`src/rtl/core/assert_macros.svh`:
```
// Assertion macros shared by the scalar multiply core.
// Stand-alone header; expects clk_i and rst_ni in the scope that uses it.
`ifndef ASSERT_MACROS_SVH
`define ASSERT_MACROS_SVH

// Assertion on clk_i, disabled while the active-low reset rst_ni is asserted.
`define ECP_ASSERT(name, prop, msg) \
  name: assert property (@(posedge clk_i) disable iff (!rst_ni) (prop)) \
    else $error(msg);

// Assertion on clk_i that also holds during reset.
`define ECP_ASSERT_ALWAYS(name, prop, msg) \
  name: assert property (@(posedge clk_i) (prop)) else $error(msg);

`endif

```
`src/rtl/core/ecpsm_pkg.sv`:
```
// Package for the scalar multiply core: defaults, register indexes, unit status.
// No dependencies.
package ecpsm_pkg;

  localparam int unsigned FIELD_BITS_DEF  = 32;
  localparam int unsigned SCALAR_BITS_DEF = 32;

  localparam int unsigned IO_FIELD_W  = 32;
  localparam int unsigned IN_TDATA_W  = 3 * IO_FIELD_W;
  localparam int unsigned OUT_TDATA_W = 2 * IO_FIELD_W;

  localparam int unsigned CFG_IDX_W  = 1;
  localparam int unsigned CFG_DATA_W = 32;
  localparam logic [CFG_IDX_W-1:0] CFG_IDX_PRIME   = 1'b0;
  localparam logic [CFG_IDX_W-1:0] CFG_IDX_CURVE_A = 1'b1;

  localparam int unsigned PRIME_RST   = 23;
  localparam int unsigned CURVE_A_RST = 1;

  typedef struct packed {
    logic busy;
    logic done;
  } unit_stat_t;

endpackage

```
`src/rtl/core/ecpsm_div.sv`:
```
// Bit-serial restoring divider: quotient and remainder, one bit per cycle.
// Depends on ecpsm_pkg.
module ecpsm_div import ecpsm_pkg::*; #(
  parameter int unsigned FieldBits = FIELD_BITS_DEF
) (
  input  logic                 clk_i,
  input  logic                 rst_ni,
  input  logic                 start_i,
  input  logic [FieldBits-1:0] dividend_i,
  input  logic [FieldBits-1:0] divisor_i,
  output unit_stat_t           stat_o,
  output logic [FieldBits-1:0] quo_o,
  output logic [FieldBits-1:0] rem_o
);

  localparam int unsigned CntW = $clog2(FieldBits + 1);

  logic [FieldBits-1:0] quo_q, rem_q, dvs_q;
  logic [CntW-1:0]      cnt_q;
  logic                 busy_q, done_q;
  logic [FieldBits:0]   trial, diff;
  logic                 fit;

  assign trial = {rem_q, quo_q[FieldBits-1]};
  assign diff  = trial - {1'b0, dvs_q};
  assign fit   = trial >= {1'b0, dvs_q};

  always_ff @(posedge clk_i or negedge rst_ni) begin
    if (!rst_ni) begin
      busy_q <= 1'b0;
      done_q <= 1'b0;
      cnt_q  <= '0;
    end else begin
      done_q <= 1'b0;
      if (start_i) begin
        busy_q <= 1'b1;
        cnt_q  <= '0;
      end else if (busy_q) begin
        cnt_q <= cnt_q + 1'b1;
        if (cnt_q == CntW'(FieldBits - 1)) begin
          busy_q <= 1'b0;
          done_q <= 1'b1;
        end
      end
    end
  end

  always_ff @(posedge clk_i) begin
    if (start_i) begin
      quo_q <= dividend_i;
      rem_q <= '0;
      dvs_q <= divisor_i;
    end else if (busy_q) begin
      quo_q <= {quo_q[FieldBits-2:0], fit};
      rem_q <= fit ? diff[FieldBits-1:0] : trial[FieldBits-1:0];
    end
  end

  assign stat_o = '{busy: busy_q, done: done_q};
  assign quo_o  = quo_q;
  assign rem_o  = rem_q;

endmodule

```
`src/rtl/core/ecpsm_mul.sv`:
```
// Bit-serial modular multiplier, MSB first: double, then conditional add.
// Depends on ecpsm_pkg.
module ecpsm_mul import ecpsm_pkg::*; #(
  parameter int unsigned FieldBits = FIELD_BITS_DEF
) (
  input  logic                 clk_i,
  input  logic                 rst_ni,
  input  logic                 start_i,
  input  logic [FieldBits-1:0] a_i,
  input  logic [FieldBits-1:0] b_i,
  input  logic [FieldBits-1:0] mod_i,
  output unit_stat_t           stat_o,
  output logic [FieldBits-1:0] prod_o
);

  localparam int unsigned CntW = $clog2(FieldBits + 1);

  function automatic logic [FieldBits-1:0] add_mod(input logic [FieldBits-1:0] u,
                                                   input logic [FieldBits-1:0] v,
                                                   input logic [FieldBits-1:0] m);
    logic [FieldBits:0] s;
    logic [FieldBits:0] t;
    s = {1'b0, u} + {1'b0, v};
    t = s - {1'b0, m};
    return (s >= {1'b0, m}) ? t[FieldBits-1:0] : s[FieldBits-1:0];
  endfunction

  logic [FieldBits-1:0] acc_q, u_q, v_q, m_q;
  logic [CntW-1:0]      cnt_q;
  logic                 busy_q, done_q, phase_q;

  always_ff @(posedge clk_i or negedge rst_ni) begin
    if (!rst_ni) begin
      busy_q  <= 1'b0;
      done_q  <= 1'b0;
      phase_q <= 1'b0;
      cnt_q   <= '0;
    end else begin
      done_q <= 1'b0;
      if (start_i) begin
        busy_q  <= 1'b1;
        phase_q <= 1'b0;
        cnt_q   <= '0;
      end else if (busy_q) begin
        phase_q <= ~phase_q;
        if (phase_q) begin
          cnt_q <= cnt_q + 1'b1;
          if (cnt_q == CntW'(FieldBits - 1)) begin
            busy_q <= 1'b0;
            done_q <= 1'b1;
          end
        end
      end
    end
  end

  always_ff @(posedge clk_i) begin
    if (start_i) begin
      acc_q <= '0;
      u_q   <= a_i;
      v_q   <= b_i;
      m_q   <= mod_i;
    end else if (busy_q) begin
      if (!phase_q) begin
        acc_q <= add_mod(acc_q, acc_q, m_q);
      end else begin
        if (v_q[FieldBits-1]) acc_q <= add_mod(acc_q, u_q, m_q);
        v_q <= {v_q[FieldBits-2:0], 1'b0};
      end
    end
  end

  assign stat_o = '{busy: busy_q, done: done_q};
  assign prod_o = acc_q;

endmodule

```
`src/rtl/core/ecc_point_scalar_multiply_core.sv`:
```
// Elliptic-curve scalar multiply core: sequencer and point-law datapath.
// Depends on ecpsm_pkg, ecpsm_div, ecpsm_mul and assert_macros.svh.
//
// Computes k*P on y^2 = x^3 + a*x + b over GF(p) by LSB-first double-and-add.
// One item is taken at a time. Three bit-serial reductions run on entry,
// then per scalar bit up to one point add and one point double. A point op
// on finite, non-inverse operands runs an extended-Euclid inverse whose
// steps each cost one divide plus one modular multiply, followed by three
// multiplies. An item ends early once the remaining scalar bits are zero;
// most of its run time goes to the bit-serial divider and multiplier.
// A modulus below two gives the point at infinity at once; a zero scalar
// gives it right after the entry reductions.
// Results sit in an output register, so the next item is accepted while the
// previous result waits on m_axis_tready_i. Write prime_modulus and curve_a
// only while the core is idle.
module ecc_point_scalar_multiply_core import ecpsm_pkg::*; #(
  parameter int unsigned FieldBits  = FIELD_BITS_DEF,
  parameter int unsigned ScalarBits = SCALAR_BITS_DEF
) (
  input  logic                   clk_i,
  input  logic                   rst_ni,
  // input beats
  input  logic                   s_axis_tvalid_i,
  output logic                   s_axis_tready_o,
  input  logic [IN_TDATA_W-1:0]  s_axis_tdata_i,  // point_x, point_y, scalar
  input  logic                   s_axis_tuser_i,  // point_at_infinity
  // result beats
  output logic                   m_axis_tvalid_o,
  input  logic                   m_axis_tready_i,
  output logic [OUT_TDATA_W-1:0] m_axis_tdata_o,  // result_x, result_y
  output logic                   m_axis_tuser_o,  // result_at_infinity
  // configuration writes
  input  logic                   cfg_valid_i,
  output logic                   cfg_ready_o,
  input  logic [CFG_IDX_W-1:0]   cfg_index_i,
  input  logic [CFG_DATA_W-1:0]  cfg_data_i
);

`include "assert_macros.svh"

  localparam int unsigned FB   = FieldBits;
  localparam int unsigned BcW  = $clog2(ScalarBits + 1);
  localparam int unsigned StW  = 5;

  localparam logic [StW-1:0] S_IDLE = 5'd0;
  localparam logic [StW-1:0] S_RX   = 5'd1;
  localparam logic [StW-1:0] S_RY   = 5'd2;
  localparam logic [StW-1:0] S_RA   = 5'd3;
  localparam logic [StW-1:0] S_STEP = 5'd4;
  localparam logic [StW-1:0] S_PA   = 5'd5;
  localparam logic [StW-1:0] S_SQ   = 5'd6;
  localparam logic [StW-1:0] S_N1   = 5'd7;
  localparam logic [StW-1:0] S_N2   = 5'd8;
  localparam logic [StW-1:0] S_N3   = 5'd9;
  localparam logic [StW-1:0] S_INV  = 5'd10;
  localparam logic [StW-1:0] S_EUC  = 5'd11;
  localparam logic [StW-1:0] S_EDIV = 5'd12;
  localparam logic [StW-1:0] S_EMUL = 5'd13;
  localparam logic [StW-1:0] S_LAM  = 5'd14;
  localparam logic [StW-1:0] S_L2   = 5'd15;
  localparam logic [StW-1:0] S_L3   = 5'd16;
  localparam logic [StW-1:0] S_L4   = 5'd17;
  localparam logic [StW-1:0] S_L5   = 5'd18;
  localparam logic [StW-1:0] S_L6   = 5'd19;
  localparam logic [StW-1:0] S_WB   = 5'd20;
  localparam logic [StW-1:0] S_FIN  = 5'd21;

  function automatic logic [FB-1:0] add_mod(input logic [FB-1:0] u,
                                            input logic [FB-1:0] v,
                                            input logic [FB-1:0] m);
    logic [FB:0] s;
    logic [FB:0] t;
    s = {1'b0, u} + {1'b0, v};
    t = s - {1'b0, m};
    return (s >= {1'b0, m}) ? t[FB-1:0] : s[FB-1:0];
  endfunction

  // Operands below m: wrap-around of u - v + m lands in range.
  function automatic logic [FB-1:0] sub_mod(input logic [FB-1:0] u,
                                            input logic [FB-1:0] v,
                                            input logic [FB-1:0] m);
    return (u >= v) ? (u - v) : (u - v + m);
  endfunction

  logic [StW-1:0] state_q, state_d;

  logic [FB-1:0] prime_q, ca_q, cam_q;
  logic [FB-1:0] accx_q, accy_q, runx_q, runy_q, yraw_q;
  logic          accinf_q, runinf_q, added_q, dbl_q;
  logic [ScalarBits-1:0] k_q;
  logic [BcW-1:0]        bitcnt_q;
  logic [FB-1:0] num_q, den_q, tmp_q, lam_q, r0_q, r1_q, c0_q, c1_q;
  logic [FB-1:0] rx_q, ry_q;
  logic          rinf_q;

  logic                  out_valid_q, out_inf_q;
  logic [IO_FIELD_W-1:0] out_x_q, out_y_q;

  // input / output width adaption
  logic [63:0] in_x64, in_y64, in_k64, cfg64, o_x64, o_y64;
  logic [FB-1:0] in_x, in_y;
  logic [ScalarBits-1:0] in_k;

  assign in_x64 = 64'(s_axis_tdata_i[IO_FIELD_W-1:0]);
  assign in_y64 = 64'(s_axis_tdata_i[2*IO_FIELD_W-1:IO_FIELD_W]);
  assign in_k64 = 64'(s_axis_tdata_i[3*IO_FIELD_W-1:2*IO_FIELD_W]);
  assign cfg64  = 64'(cfg_data_i);
  assign in_x   = in_x64[FB-1:0];
  assign in_y   = in_y64[FB-1:0];
  assign in_k   = in_k64[ScalarBits-1:0];
  assign o_x64  = accinf_q ? 64'd0 : 64'(accx_q);
  assign o_y64  = accinf_q ? 64'd0 : 64'(accy_q);

  logic in_acc, cfg_acc, out_load;
  assign s_axis_tready_o = (state_q == S_IDLE);
  assign in_acc          = s_axis_tvalid_i && s_axis_tready_o;
  assign cfg_ready_o     = 1'b1;
  assign cfg_acc         = cfg_valid_i;
  assign out_load        = (state_q == S_FIN) && (!out_valid_q || m_axis_tready_i);

  // operand selection: add is acc + run, double is run + run
  logic [FB-1:0] sx, sy, tx, ty, neg_ty;
  logic          sinf, tinf;
  assign sx     = dbl_q ? runx_q : accx_q;
  assign sy     = dbl_q ? runy_q : accy_q;
  assign sinf   = dbl_q ? runinf_q : accinf_q;
  assign tx     = runx_q;
  assign ty     = runy_q;
  assign tinf   = runinf_q;
  assign neg_ty = (ty == '0) ? '0 : (prime_q - ty);

  // shared serial units
  unit_stat_t    div_stat, mul_stat;
  logic          div_start, mul_start;
  logic [FB-1:0] div_a, div_b, div_quo, div_rem, mul_a, mul_b, mul_prod, quo_red;

  assign quo_red = (div_quo == prime_q) ? '0 : div_quo;

  ecpsm_div #(.FieldBits(FB)) u_div (
    .clk_i, .rst_ni,
    .start_i(div_start), .dividend_i(div_a), .divisor_i(div_b),
    .stat_o(div_stat), .quo_o(div_quo), .rem_o(div_rem)
  );

  ecpsm_mul #(.FieldBits(FB)) u_mul (
    .clk_i, .rst_ni,
    .start_i(mul_start), .a_i(mul_a), .b_i(mul_b), .mod_i(prime_q),
    .stat_o(mul_stat), .prod_o(mul_prod)
  );

  // sequencer: next state and unit launches
  always_comb begin
    state_d   = state_q;
    div_start = 1'b0;
    div_a     = r0_q;
    div_b     = prime_q;
    mul_start = 1'b0;
    mul_a     = lam_q;
    mul_b     = tmp_q;
    case (state_q)
      S_IDLE: begin
        if (in_acc) begin
          if (prime_q < FB'(2)) begin
            state_d = S_FIN;
          end else begin
            div_start = 1'b1;
            div_a     = in_x;
            state_d   = S_RX;
          end
        end
      end
      S_RX: begin
        if (div_stat.done) begin
          div_start = 1'b1;
          div_a     = yraw_q;
          state_d   = S_RY;
        end
      end
      S_RY: begin
        if (div_stat.done) begin
          div_start = 1'b1;
          div_a     = ca_q;
          state_d   = S_RA;
        end
      end
      S_RA: if (div_stat.done) state_d = S_STEP;
      S_STEP: begin
        if (k_q == '0 || bitcnt_q == BcW'(ScalarBits)) state_d = S_FIN;
        else state_d = S_PA;
      end
      S_PA: begin
        if (sinf || tinf || (sx == tx && sy == neg_ty)) begin
          state_d = S_WB;
        end else if (sx == tx && sy == ty) begin
          mul_start = 1'b1;
          mul_a     = sx;
          mul_b     = sx;
          state_d   = S_SQ;
        end else begin
          state_d = S_INV;
        end
      end
      S_SQ:  if (mul_stat.done) state_d = S_N1;
      S_N1:  state_d = S_N2;
      S_N2:  state_d = S_N3;
      S_N3:  state_d = S_INV;
      S_INV: state_d = S_EUC;
      S_EUC: begin
        if (r1_q == '0) begin
          mul_start = 1'b1;
          mul_a     = num_q;
          mul_b     = c0_q;
          state_d   = S_LAM;
        end else begin
          div_start = 1'b1;
          div_a     = r0_q;
          div_b     = r1_q;
          state_d   = S_EDIV;
        end
      end
      S_EDIV: begin
        if (div_stat.done) begin
          mul_start = 1'b1;
          mul_a     = quo_red;
          mul_b     = c1_q;
          state_d   = S_EMUL;
        end
      end
      S_EMUL: if (mul_stat.done) state_d = S_EUC;
      S_LAM: begin
        if (mul_stat.done) begin
          mul_start = 1'b1;
          mul_a     = mul_prod;
          mul_b     = mul_prod;
          state_d   = S_L2;
        end
      end
      S_L2: if (mul_stat.done) state_d = S_L3;
      S_L3: state_d = S_L4;
      S_L4: state_d = S_L5;
      S_L5: begin
        mul_start = 1'b1;
        state_d   = S_L6;
      end
      S_L6:  if (mul_stat.done) state_d = S_WB;
      S_WB:  state_d = S_STEP;
      S_FIN: if (out_load) state_d = S_IDLE;
      default: state_d = S_IDLE;
    endcase
  end

  // control and configuration registers
  always_ff @(posedge clk_i or negedge rst_ni) begin
    if (!rst_ni) begin
      state_q     <= S_IDLE;
      out_valid_q <= 1'b0;
      prime_q     <= FB'(PRIME_RST);
      ca_q        <= FB'(CURVE_A_RST);
    end else begin
      state_q <= state_d;
      if (out_load) out_valid_q <= 1'b1;
      else if (m_axis_tready_i) out_valid_q <= 1'b0;
      if (cfg_acc) begin
        case (cfg_index_i)
          CFG_IDX_PRIME:   prime_q <= cfg64[FB-1:0];
          CFG_IDX_CURVE_A: ca_q    <= cfg64[FB-1:0];
          default: ;
        endcase
      end
    end
  end

  // datapath
  always_ff @(posedge clk_i) begin
    case (state_q)
      S_IDLE: begin
        if (in_acc) begin
          accx_q   <= '0;
          accy_q   <= '0;
          accinf_q <= 1'b1;
          runinf_q <= s_axis_tuser_i;
          yraw_q   <= in_y;
          k_q      <= in_k;
          bitcnt_q <= '0;
          added_q  <= 1'b0;
        end
      end
      S_RX: if (div_stat.done) runx_q <= div_rem;
      S_RY: if (div_stat.done) runy_q <= div_rem;
      S_RA: if (div_stat.done) cam_q  <= div_rem;
      // add first when the bit is set, then double and advance
      S_STEP: dbl_q <= !(k_q[0] && !added_q);
      S_PA: begin
        if (sinf) begin
          rx_q <= tx; ry_q <= ty; rinf_q <= tinf;
        end else if (tinf) begin
          rx_q <= sx; ry_q <= sy; rinf_q <= sinf;
        end else if (sx == tx && sy == neg_ty) begin
          rx_q <= '0; ry_q <= '0; rinf_q <= 1'b1;
        end else begin
          num_q <= sub_mod(ty, sy, prime_q);
          den_q <= sub_mod(tx, sx, prime_q);
        end
      end
      S_SQ: if (mul_stat.done) tmp_q <= mul_prod;
      S_N1: num_q <= add_mod(tmp_q, tmp_q, prime_q);
      S_N2: num_q <= add_mod(num_q, tmp_q, prime_q);
      S_N3: begin
        num_q <= add_mod(num_q, cam_q, prime_q);
        den_q <= add_mod(sy, sy, prime_q);
      end
      S_INV: begin
        r0_q <= den_q;
        r1_q <= prime_q;
        c0_q <= FB'(1);
        c1_q <= '0;
      end
      S_EDIV: begin
        if (div_stat.done) begin
          r0_q <= r1_q;
          r1_q <= div_rem;
        end
      end
      S_EMUL: begin
        if (mul_stat.done) begin
          c0_q <= c1_q;
          c1_q <= sub_mod(c0_q, mul_prod, prime_q);
        end
      end
      S_LAM: if (mul_stat.done) lam_q <= mul_prod;
      S_L2:  if (mul_stat.done) tmp_q <= sub_mod(mul_prod, sx, prime_q);
      S_L3:  rx_q <= sub_mod(tmp_q, tx, prime_q);
      S_L4:  tmp_q <= sub_mod(sx, rx_q, prime_q);
      S_L6: begin
        if (mul_stat.done) begin
          ry_q   <= sub_mod(mul_prod, sy, prime_q);
          rinf_q <= 1'b0;
        end
      end
      S_WB: begin
        if (dbl_q) begin
          runx_q   <= rx_q;
          runy_q   <= ry_q;
          runinf_q <= rinf_q;
          k_q      <= k_q >> 1;
          bitcnt_q <= bitcnt_q + 1'b1;
          added_q  <= 1'b0;
        end else begin
          accx_q   <= rx_q;
          accy_q   <= ry_q;
          accinf_q <= rinf_q;
          added_q  <= 1'b1;
        end
      end
      default: ;
    endcase
    // hold the result beat until taken
    if (out_load) begin
      out_x_q   <= o_x64[IO_FIELD_W-1:0];
      out_y_q   <= o_y64[IO_FIELD_W-1:0];
      out_inf_q <= accinf_q;
    end
  end

  assign m_axis_tvalid_o = out_valid_q;
  assign m_axis_tdata_o  = {out_y_q, out_x_q};
  assign m_axis_tuser_o  = out_inf_q;

  logic out_zero, fin_free;
  assign out_zero = (out_x_q == '0) && (out_y_q == '0);
  assign fin_free = (state_q == S_FIN) && !out_valid_q;

  `ECP_ASSERT(a_busy_after_accept, in_acc |=> state_q != S_IDLE, "idle after accept")
  `ECP_ASSERT(a_inf_zero_coords, out_valid_q && out_inf_q |-> out_zero, "infinity not zeroed")
  `ECP_ASSERT(a_fin_loads_output, fin_free |=> out_valid_q && state_q == S_IDLE, "no load")

endmodule

```
`config.mk`:
```
export PLATFORM = sky130hd
export DESIGN_NAME = ecc_point_scalar_multiply_core
export DESIGN_NICKNAME = d
export VERILOG_FILES = /design/src/rtl/core/ecpsm_pkg.sv /design/src/rtl/core/ecpsm_div.sv /design/src/rtl/core/ecpsm_mul.sv /design/src/rtl/core/ecc_point_scalar_multiply_core.sv
export VERILOG_INCLUDE_DIRS = /design/src /design/src/rtl/core
export SDC_FILE = /design/constraint.sdc
export NUM_CORES = 2
export LEC_CHECK = 0
export BUFFER_PORTS_ARGS = -buffer_cell sky130_fd_sc_hd__buf_4
export CAP_MARGIN = 20
export CORE_UTILIZATION = 45
export CTS_BUF_LIST = sky130_fd_sc_hd__clkbuf_8
export CTS_CLUSTER_SIZE = 24
export DETAILED_ROUTE_END_ITERATION = 8
export MAX_ROUTING_LAYER = met4
export PLACE_DENSITY = 0.7
export SKIP_LAST_GASP = 1
export SLEW_MARGIN = 20
export SYNTH_ARGS = -nofsm -noshare
export SYNTH_HDL_FRONTEND = slang
export SYNTH_SLANG_ARGS = --single-unit
```
`constraint.sdc`:
```
create_clock -name clk_i -period 18.25 [get_ports clk_i]
set_input_delay 1.825 -clock clk_i [delete_from_list [all_inputs] [get_ports clk_i]]
set_output_delay 1.825 -clock clk_i [all_outputs]
set_load 0.05 [all_outputs]
```
==> impl_metrics.py <==
metrics = {
    "outcome": {
        "status": "finished clean",
    },
    "power_and_ir_drop": {
        "power.density_mw_per_mm2": 211.8,
        "peakVddDrop_uv": 176.5,
        "p_leak_uw": 0.04037,
        "fin_total_pwr_uw": 20160,
    },
    "timing": {
        "worst_pin_slew_ns": 1.229,
        "maxSlewViolCount": 0,
        "slew_headroom_pct": 15.70,
        "setup_tns_ns": 0,
        "hold_ws_ns": 0.5007,
        "finalCritPeriodShare_pct": 45.82,
        "max_freq_mhz": 119.6,
        "layout_setup_ws_ns": 9.887,
        "setup_viol": 0,
        "min_period_ns": 8.363,
        "hold_viol": 0,
        "skew_ns": 0.1025,
        "rsz0062_at_grt": "false",
    },
    "global_route": {
        "grt_pass1_wl_um": 627400,
        "grt_usage_pct": 48.50,
        "overflow": 0,
        "grt_start_max_net_pins": 82,
        "antenna_found_initial": 76,
        "grt_pass1_vias": 78690,
    },
    "placed_design": {
        "pre_cts_slack_ns": 10.17,
        "port_buffers": 201,
        "dp_cells": 12310,
        "dp_hpwl_um": 359200,
        "place_congestion": 1.109,
    },
    "drt": {
        "wire_per_inst_um": 36.39,
        "viasPerCell": 6.748,
        "drtAntennaViolNets": 0,
        "firstDrtPassIters": 7,
        "routed_wirelength_um": 464900,
        "drt_iter0_drc": 12750,
        "via_count": 86210,
        "drc": 0,
    },
    "clock_network": {
        "cts.path.max_buffers": 3,
        "htreeDepth": 4,
        "clk_latency_ns": 1.07,
        "hold_buffers": 0,
        "cts-buffers-inserted": 180,
        "clk_pin_slew_ns": 0.06,
        "post_cts_buffers": 0,
        "cts_resized": 0,
        "clock_sinks": 931,
        "root_buffer": "clkbuf_8",
        "cts_tree": "built",
    },
    "finish": {
        "final_common_cell": "a21oi_1",
        "stdcell_count": 12780,
        "final_cell_mix": "a21oi_1, ha_1, nand2_1, nor2_1, edfxtp_1",
        "fill_cells": 17620,
        "syn2layout_area_growth_pct": 11.65,
        "nets": 10950,
        "multi_input_comb_area_mm2": 0.05510,
        "regArea_mm2": 0.02689,
        "drive_above_1_share_pct": 10.71,
    },
    "critical_path": {
        "crit_path_end_kind": "register",
        "cp_max_fo": 20,
        "worstPathArrival_ns": 9.12,
        "critical_path_class": "reg -> reg",
        "cp-start-kind": "register",
        "cp.required_ns": 19.00,
    },
    "job": {
        "maxCapViolCount": 0,
    },
    "synthesis": {
        "synthesis.nets": 10680,
        "seq_area_frac_synth_pct": 31.54,
        "syn_inst": 9718,
        "synth-edff-count": 780,
        "async_flop_share_pct": 9.345,
        "ys_seq_elements": 931,
        "ys_types": 105,
        "yosys_warnings": 0,
        "synth_flop_cell": "edfxtp_1",
        "synth.cell_area_mm2": 0.08524,
        "avgSynthCellArea_um2": 8.771,
    },
    "floorplanning": {
        "die_w_um": 437.2,
        "start_util_pct": 45.34,
        "coreArea_mm2": 0.1880,
        "die_y_um": 437.2,
        "die_area_mm2": 0.1912,
        "rows": 159,
        "io_pins": 203,
    },
    "min_path": {
        "hold_path_class": "reg -> reg",
    },
}
metrics by stage:
| step | cell area (um^2) | util [%] |
|---|---|---|
| finish | 95170 | 50.62 |
| global route | 95030 | 50.55 |
| CTS | 94820 | 50.43 |
| detailed placement | 90820 | 48.31 |
| global placement | 90770 | 48.28 |
| floorplan | 85240 | - |
cell type report:
class	count	share of cell area, %
Clock buffer	189	2.733
Tap cell	2495	3.280
Clock inverter	151	1.470
Multi-Input combinational cell	7829	57.90
Inverter	591	2.334
Timing Repair Buffer	462	3.694
Sequential cell	931	28.26
Antenna cell	127	0.3340
Yosys cell counts (24+ instances only):
cell type,instances,area share [%]
a211o_1,39,0.40
a211oi_1,179,1.6
a21boi_0,41,0.36
a21o_1,356,3.1
a21oi_1,838,4.9
a221o_1,71,0.83
a221oi_1,109,1.1
a22oi_1,60,0.53
a311oi_1,47,0.48
a31o_2,24,0.25
a31oi_1,92,0.68
a41oi_1,42,0.43
and2_1,61,0.45
and3_1,114,0.84
buf_1,25,0.11
clkbuf_1,320,1.4
dfrtp_1,82,2.4
dfxtp_1,64,1.5
edfxtp_1,780,27
fa_1,25,0.59
ha_1,798,12
inv_1,586,2.6
mux2_2,202,2.7
mux2i_1,254,3.0
nand2_1,796,3.5
nand2b_1,81,0.59
nand3_1,228,1.3
nand4_1,110,0.81
nor2_1,805,3.5
nor2b_1,164,1.2
nor3_1,181,1.1
nor4_1,60,0.44
o211ai_1,72,0.63
o21a_1,97,0.85
o21ai_0,580,3.4
o21bai_1,99,0.87
o22ai_1,72,0.53
o31ai_1,47,0.41
or2_2,34,0.25
or3_1,70,0.51
xnor2_1,468,4.8
xor2_1,205,2.1
routing by layer:
layer  track usage [%]  wire (um)  up-vias
li1                  -          -    37150
met1             58.37     175400    41740
met2             65.60     186200     5907
met3             16.63      59310     1417
met4             38.11      43970        0
met5                 -          0        -
where the power goes:
part,total [uW],switching (uW),internal (uW)
clock,2380,1150,1230
sequential,3620,691,2920
combinational,14200,9070,5090
critical path, stage by stage, from the launching register on:
cell and delay [ns]:
edfxtp_1 0.50, ha_1 0.27, fa_1 0.40, a21o_1 0.20
a21oi_1 0.31, o21ai_0 0.25, a311oi_1 0.53, o2111ai_1 0.29
a21oi_1 0.31, o21bai_1 0.12, a21oi_1 0.23, o21bai_1 0.09
a21oi_1 0.18, xnor2_1 0.21, ha_1 0.34, inv_1 0.09
o21ai_0 0.09, a21o_1 0.18, a21oi_1 0.23, o21ai_0 0.15
a21oi_1 0.25, o221ai_1 0.18, a41oi_1 0.82, nand2_1 0.46
buf_4 0.38, mux2_2 0.35, a2111oi_0 0.48, o211ai_1 0.16
worst paths after layout:
path / from / to / slack [ns] / cells past startpoint
worst min register to register: added_q / dbl_q / 0.50 / 1
max in group asynchronous: rst_ni / m_axis_tvalid_o / 16.10 / 2
worst max-delay path: num_q[0] / num_q[30] / 9.89 / 27
min in group asynchronous: rst_ni / u_div.done_q / 0.81 / 1
worst max register to register: num_q[0] / num_q[30] / 9.89 / 27
worst min-delay path: added_q / dbl_q / 0.50 / 1
cells by family after synthesis:
| logic type | synth area share [%] |
|---|---|
| buffers and inverters | 4.272 |
| AOI/OAI and AO/OA | 23.85 |
| and+or+nand+nor | 15.33 |
| xor gates and xnor gates | 6.987 |
| DFF | 31.54 |
| other | 0.004400 |
| muxes | 5.710 |
| adders and majority gates | 12.30 |
(Power assumes the default switching activity.)
